<file path="src/rtl/prc_pkg.sv">
// Shared constants and types for the reserved frame carver.
package prc_pkg;

  localparam int FRAME_BITS   = 40;
  localparam int LIMIT_BITS   = FRAME_BITS + 1;
  localparam int INDEX_BITS   = 5;
  localparam int COUNT_BITS   = 6;
  localparam int DEPTH_DEF    = 32;

  localparam int S_DATA_BITS  = 128;
  localparam int M_FIELD_BITS = FRAME_BITS + LIMIT_BITS;
  localparam int M_DATA_BITS  = ((M_FIELD_BITS + 7) / 8) * 8;
  localparam int M_PAD_BITS   = M_DATA_BITS - M_FIELD_BITS;

  localparam int APB_ADDR_BITS = 3;
  localparam int APB_DATA_BITS = 32;

  // register index of the table count
  localparam logic REG_COUNT = 1'b0;

  // request kinds carried on s_tuser
  localparam logic CMD_LOAD  = 1'b0;
  localparam logic CMD_CARVE = 1'b1;

  typedef struct packed {
    logic [LIMIT_BITS-1:0] base;
    logic [LIMIT_BITS-1:0] limit;
  } piece_t;

endpackage

</file>
<file path="src/rtl/pfn_range_reserved_carver_core.sv">
// Reserved frame carver: cuts reserved frames out of physical ranges.
// A load request returns nothing.
// A carve request occupies the block from accept through a scan of min(reserved_count, RESERVED_DEPTH) table
// entries (one table read per entry), tail and final flush, and is held longer while the output stalls.
// The first piece is held back and offered on the output only once a later piece pushes it out or the carve flushes.
// Reset (rst, synchronous) clears control and the count register; table contents persist.
module pfn_range_reserved_carver_core #(
  parameter int RESERVED_DEPTH = prc_pkg::DEPTH_DEF
) (
  input  logic                             clk,
  input  logic                             rst,
  // s_tdata: entry_index[4:0], entry_pfn[44:5], range_base[84:45], range_limit[125:85]
  input  logic                             s_tvalid,
  output logic                             s_tready,
  input  logic [prc_pkg::S_DATA_BITS-1:0]  s_tdata,
  // s_tuser: cmd
  input  logic                             s_tuser,
  // m_tdata: piece_base[39:0], piece_limit[80:40]
  output logic                             m_tvalid,
  input  logic                             m_tready,
  output logic [prc_pkg::M_DATA_BITS-1:0]  m_tdata,
  // m_tuser: piece_valid
  output logic                             m_tuser,
  output logic                             m_tlast,
  input  logic                             psel,
  input  logic                             penable,
  input  logic                             pwrite,
  input  logic [prc_pkg::APB_ADDR_BITS-1:0] paddr,
  input  logic [prc_pkg::APB_DATA_BITS-1:0] pwdata,
  output logic [prc_pkg::APB_DATA_BITS-1:0] prdata,
  output logic                             pready
);
  import prc_pkg::*;

  localparam int AW = (RESERVED_DEPTH > 1) ? $clog2(RESERVED_DEPTH) : 1;

  localparam logic [1:0] ST_IDLE  = 2'd0;
  localparam logic [1:0] ST_SCAN  = 2'd1;
  localparam logic [1:0] ST_TAIL  = 2'd2;
  localparam logic [1:0] ST_FLUSH = 2'd3;

  logic [FRAME_BITS-1:0] table_mem [RESERVED_DEPTH];
  logic [FRAME_BITS-1:0] rdata;

  logic [1:0]            state;
  logic [COUNT_BITS-1:0] reserved_count;
  logic [COUNT_BITS-1:0] scan_count;
  logic [COUNT_BITS-1:0] pos;
  logic [COUNT_BITS-1:0] raddr;
  logic [LIMIT_BITS-1:0] cursor;
  logic [LIMIT_BITS-1:0] active_limit;
  piece_t                pend;
  logic                  pend_valid;
  logic [FRAME_BITS-1:0] out_base;
  logic [LIMIT_BITS-1:0] out_limit;

  logic [INDEX_BITS-1:0] in_index;
  logic [FRAME_BITS-1:0] in_pfn;
  logic [FRAME_BITS-1:0] in_base;
  logic [LIMIT_BITS-1:0] in_limit;
  logic [LIMIT_BITS-1:0] sat_limit;
  logic [COUNT_BITS-1:0] count_eff;

  logic                  in_fire;
  logic                  out_free;
  logic                  out_load;
  logic [LIMIT_BITS-1:0] entry;
  logic                  hit;
  piece_t                cand;
  logic                  cand_valid;
  logic                  stall;
  logic                  scan_done;
  logic                  cfg_write;

  assign in_index = s_tdata[INDEX_BITS-1:0];
  assign in_pfn   = s_tdata[INDEX_BITS +: FRAME_BITS];
  assign in_base  = s_tdata[INDEX_BITS+FRAME_BITS +: FRAME_BITS];
  assign in_limit = s_tdata[INDEX_BITS+2*FRAME_BITS +: LIMIT_BITS];

  // clamp the limit to the top of frame space
  assign sat_limit = in_limit[FRAME_BITS] ? {1'b1, {FRAME_BITS{1'b0}}} : in_limit;
  assign count_eff = (reserved_count > COUNT_BITS'(RESERVED_DEPTH)) ?
                     COUNT_BITS'(RESERVED_DEPTH) : reserved_count;

  assign s_tready = (state == ST_IDLE);
  assign in_fire  = s_tvalid && s_tready;
  assign out_free = !m_tvalid || m_tready;

  assign entry = {1'b0, rdata};
  assign hit   = (entry >= cursor) && (entry < active_limit);

  always_comb begin
    cand       = '{base: cursor, limit: active_limit};
    cand_valid = 1'b0;
    case (state)
      ST_SCAN: begin
        cand.limit = entry;
        cand_valid = hit && (entry != cursor);
      end
      ST_TAIL: begin
        cand_valid = (cursor < active_limit);
      end
      default: begin
        cand_valid = 1'b0;
      end
    endcase
  end

  // a new piece pushes the held one out, so the output must have room
  assign stall     = cand_valid && pend_valid && !out_free;
  assign scan_done = ((pos + COUNT_BITS'(1)) == scan_count);

  // load the output register when a held piece is released or the carve closes
  assign out_load  = (cand_valid && !stall && pend_valid) ||
                     ((state == ST_FLUSH) && out_free);

  always_comb begin
    raddr = pos;
    if (state == ST_IDLE) begin
      raddr = '0;
    end else if ((state == ST_SCAN) && !stall) begin
      raddr = pos + COUNT_BITS'(1);
    end
  end

  always_ff @(posedge clk) begin
    if (in_fire && (s_tuser == CMD_LOAD) &&
        ({1'b0, in_index} < COUNT_BITS'(RESERVED_DEPTH))) begin
      table_mem[AW'(in_index)] <= in_pfn;
    end
    rdata <= table_mem[raddr[AW-1:0]];
  end

  // configuration port
  assign pready    = 1'b1;
  assign cfg_write = psel && penable && pwrite && pready;
  assign prdata    = (paddr[2] == REG_COUNT) ?
                     {{(APB_DATA_BITS-COUNT_BITS){1'b0}}, reserved_count} : '0;

  always_ff @(posedge clk) begin
    if (rst) begin
      reserved_count <= '0;
    end else if (cfg_write && (paddr[2] == REG_COUNT)) begin
      reserved_count <= pwdata[COUNT_BITS-1:0];
    end
  end

  always_ff @(posedge clk) begin
    if (rst) begin
      state      <= ST_IDLE;
      pos        <= '0;
      scan_count <= '0;
      pend_valid <= 1'b0;
      m_tvalid   <= 1'b0;
      cursor     <= '0;
      active_limit <= '0;
    end else begin
      if (out_load) begin
        m_tvalid <= 1'b1;
      end else if (m_tready) begin
        m_tvalid <= 1'b0;
      end

      // hold the newest piece, release the previous one as not last
      if (cand_valid && !stall) begin
        if (pend_valid) begin
          out_base  <= pend.base[FRAME_BITS-1:0];
          out_limit <= pend.limit;
          m_tuser   <= 1'b1;
          m_tlast   <= 1'b0;
        end
        pend       <= cand;
        pend_valid <= 1'b1;
      end

      case (state)
        ST_IDLE: begin
          if (in_fire && (s_tuser == CMD_CARVE)) begin
            cursor       <= {1'b0, in_base};
            active_limit <= sat_limit;
            scan_count   <= count_eff;
            pos          <= '0;
            state        <= (count_eff == '0) ? ST_TAIL : ST_SCAN;
          end
        end
        ST_SCAN: begin
          if (!stall) begin
            if (hit) begin
              cursor <= entry + LIMIT_BITS'(1);
            end
            if (scan_done) begin
              state <= ST_TAIL;
            end else begin
              pos <= pos + COUNT_BITS'(1);
            end
          end
        end
        ST_TAIL: begin
          if (!stall) begin
            state <= ST_FLUSH;
          end
        end
        ST_FLUSH: begin
          if (out_free) begin
            m_tlast  <= 1'b1;
            m_tuser  <= pend_valid;
            if (pend_valid) begin
              out_base  <= pend.base[FRAME_BITS-1:0];
              out_limit <= pend.limit;
            end else begin
              out_base  <= '0;
              out_limit <= '0;
            end
            pend_valid   <= 1'b0;
            cursor       <= '0;
            active_limit <= '0;
            state        <= ST_IDLE;
          end
        end
        default: begin
          state <= ST_IDLE;
        end
      endcase
    end
  end

  assign m_tdata = {{M_PAD_BITS{1'b0}}, out_limit, out_base};

endmodule

</file>
<file path="config.mk">
export PLATFORM = sky130hd
export DESIGN_NAME = pfn_range_reserved_carver_core
export DESIGN_NICKNAME = d
export VERILOG_FILES = /design/src/rtl/prc_pkg.sv /design/src/rtl/pfn_range_reserved_carver_core.sv
export SDC_FILE = /design/constraint.sdc
export NUM_CORES = 2
export LEC_CHECK = 0
export ABC_AREA = 1
export CAP_MARGIN = 20
export CORE_MARGIN = 2
export CORE_UTILIZATION = 45
export CTS_BUF_LIST = sky130_fd_sc_hd__clkbuf_16
export DETAILED_ROUTE_END_ITERATION = 10
export DONT_BUFFER_PORTS = 1
export GPL_TIMING_DRIVEN = 0
export HOLD_SLACK_MARGIN = 0.06
export MAX_ROUTING_LAYER = met4
export PLACE_DENSITY_LB_ADDON = 0.05
export SETUP_SLACK_MARGIN = 0.02
export SLEW_MARGIN = 10
export SYNTH_ARGS = -nofsm -noshare
export SYNTH_HDL_FRONTEND = slang
export SYNTH_SLANG_ARGS = --single-unit
</file>
<file path="constraint.sdc">
create_clock -name clk -period 6.1 [get_ports clk]
set_clock_uncertainty 0.05 [all_clocks]
set_input_delay 0.61 -clock clk [delete_from_list [all_inputs] [get_ports clk]]
set_output_delay 0.61 -clock clk [all_outputs]
set_load 0.02 [all_outputs]
</file>
==> key figures <==
Routing
  • Final wirelength: ~250 mm
  • Met1 Routed Length: 102 mm
  • Vias per inst: ~5.4
  • Antenna viol nets, final: 0
  • Metal3 WL: 19.8 mm
  • WL met2: 113 mm
  • Vias after detailed routing: 55,176
  • Drt drc: 0
  • Initial DRC Count: 5,326
  • Average routed wire per standard cell: ~24 um
  • Drt pass-1 iters: 6
  • Top Layer Used: met4

Floorplan
  • IO Pins: 296
  • Die ar.: 169,000 um^2
  • Row count: 149
  • Die X: 411 um
  • Core area: 165,000 um^2
  • Initial core utilization: 0.452
  • Die height: 411 um

Final layout
  • Fillers: 14,861
  • Synth-to-Final Area Change: 15.5%
  • Design area: approximately 86,000 um^2
  • Share of cells above drive strength 1: 0.0910
  • Net count, final: between 8,000 and 9,000

Synth
  • Synth Area per Inst: 9.90 um^2
  • Ys flop type: edfxtp_1
  • FFs w/ async S/R, synth: 0
  • EDFF count, synth: 1,444
  • Top-area cell type share of the netlist area: 0.582
  • Mapped Area: 74,400 um^2
  • Most instantiated library cell after synthesis: inv_1
  • Syn Inst Count: 7,516
  • Post-synthesis sequential area ratio: 0.621
  • Ranking of synthesized cells by area: edfxtp_1 (58%), nand3_1 (8.5%), inv_1 (7.9%), nand2_1 (5.7%), nand4_1 (5.5%)
  • Yosys reg bits: 1,588
  • Synth area leader: edfxtp_1
  • Synth unique cells: 45
  • Commonest cells in the synthesized netlist: inv_1 (1,568), edfxtp_1 (1,444), nand3_1 (1,261), nand2_1 (1,122), nand4_1 (657)
  • Yosys Warn Count: 0

Clocking
  • Maximum level of the CTS H-tree: 4
  • Clock-pin slew on the worst setup and hold paths: 0.06 ns
  • CTS tree: built
  • Max Buffers Root-to-Sink: 3
  • Root buf cell: clkbuf_16
  • Worst skew pair latency: between 0.8 and 0.9 ns
  • Clk sinks: 1,588
  • Post-CTS setup buffer count: 0
  • Total CTS buffers: 178

Pwr
  • Max VDD drop: 377 uV
  • Leakage: about 36 nW
  • PwrDens: approximately 420 nW/um^2

STA
  • Fin crit period: 5.47 ns
  • Slew Viols, Final: 0
  • Sum of negative setup slack: 0 ns
  • Final worst slack: 0.628 ns
  • Slew @ Worst Pin: between 0.9 and 1 ns
  • Final period util: 0.897
  • Hold slack: between 0.1 and 0.15 ns
  • Fin. Hold Viols: 0
  • Endpoints failing setup: 0
  • RSZ-0062 raised after global routing: false
  • Fmax: ~180 MHz
  • Slew headroom: 0.337

Setup path
  • CP Class: reg -> reg
  • Crit Path Max Fanout: 10
  • CP Capture Type: flop
  • CP required: 6.64 ns
  • Slack of the worst reg-to-reg path: 0.63 ns
  • Arrival time worst endpoint: 6.01 ns
  • Startpoint types: flop
  • Crit-path slowest cell: dfxtp_1
  • Worst path cell trace: ha_1, inv_1, nor2_1, nand3_1, nor2_1, nand3_1, nor2_1, nand2_1, clkinv_1, nor2_1, nand3_2, nand2_2, nand3_4, nand2_4, a21oi_1, o21ai_4, inv_2, buf_2, buf_2, nand3_1, nand3_1, nand2_1, nand2_1, nand2_1
  • CP max stage delay: about 0.68 ns

GRT
  • First-pass GRT wire length: about 350 mm
  • Pin count of the biggest net entering global routing: 63
  • GRT Total Usage: 0.297
  • Grt ovf: 0
  • Vias in the first global route: 52,978
  • Initial antenna violation count: 32

Job
  • Max-Cap Viols: 0

Placed design
  • HPWL Detailed: 166 mm
  • Placed cell area: 78,400 um^2
  • Gpl congestion: just under 1
  • IO Port Bufs: 0
  • Pre-CTS setup slack: 0.657 ns

Hold path
  • Hold/Removal Path Class: in -> reg

Outcome
  • Outcome: complete, no violations
[flip-flops by register name (all words and copies together) (netlist names), 6 cells and up]
signal,count
active_limit,41
cursor,41
out_base,40
out_limit,41
pend,81
pos,6
rdata,40
reserved_count,6
scan_count,6
table_mem,1280
[per-layer routing]
metal / vias to the layer above / GRT usage
met5: - / -
met4: 0 / 0.130
met3: 475 / 0.0559
met2: 2061 / 0.463
met1: 26292 / 0.378
li1: 26348 / -
[placed cells by master, fill, tap and decap left out, types with 71 or more instances in the layout]
master,instances
inv_1,1605
edfxtp_1,1444
nand3_1,1261
nand2_1,1122
nand4_1,657
buf_2,267
o21ai_0,200
clkbuf_16,185
a21oi_1,159
clkbuf_1,153
dfxtp_1,144
ha_1,125
dlygate4sd3_1,119
nor2_1,114
buf_12,73
buf_4,71
[report_power, final]
group          total, mW  internal, mW  leakage, nW  switching, mW
sequential          13.3          12.6         14.3          0.697
combinational       13.0          3.55         19.3           9.41
clock               10.2          5.83         2.84           4.36
[cell type report]
cell class                      instances  area [um^2]  area share
Clock buffer                          185         4630      0.0538
Multi-Input combinational cell       3857        20100       0.233
Clock inverter                        133          861      0.0100
Sequential cell                      1588        46200       0.538
Tap cell                             2189         2740      0.0318
Timing Repair Buffer                  202         2890      0.0336
Antenna cell                           23         57.6    0.000669
Buffer                                524         2610      0.0304
Inverter                             1579         5930      0.0689
[logic make-up (layout without fill, tap and decap cells)]
logic type | Yosys count | after routing | synth area share
XOR/XNOR | 16 | 16 | 0.00188
buffers and inverters | 2103 | 2623 | 0.115
adder cells (fa/ha/maj) | 125 | 125 | 0.0210
AO/OA/AOI/OAI | 446 | 446 | 0.0329
AND/OR/NAND/NOR | 3236 | 3236 | 0.208
other | 2 | 57 | 0.000101
flip-flops | 1588 | 1588 | 0.621
[worst paths after layout]
| kind | from | to | cells past startpoint |
|---|---|---|---|
| setup / recovery | rdata[39]$_DFF_P_ | rdata[6]$_DFF_P_ | 24 |
| hold / removal | s_tdata[62] | cursor[17]$_SDFFE_PP0P_ | 4 |
| setup reg to reg | rdata[39]$_DFF_P_ | rdata[6]$_DFF_P_ | 24 |
| hold reg to reg | pos[5]$_SDFFE_PP0P_ | pos[5]$_SDFFE_PP0P_ | 2 |
[critical path: cells and delay by family (launching register included)]
kind | cells | cell delay [ns]
compound gates | 2 | 0.53
fa+ha+maj | 1 | 0.23
buf+inv | 5 | 1.64
flops | 1 | 0.68
simple gates | 16 | 2.09
[through the flow]
stage               utilization  total power [mW]  instances
floorplan                     -              21.0       7548
global placement          0.470              25.7       9737
detailed placement        0.477              25.9       9780
CTS                       0.522              36.4      10257
global route              0.522              38.3      10274
finish                    0.522              36.4      10280
[what timing repair did]
| item | in CTS | in global routing |
|---|---|---|
| hold buffers | 159 | 0 |
| resized for setup | 0 | 0 |
| endpoints found under the hold margin | 1362 | 0 |
Note: power is estimated with default switching activity, not from simulation.
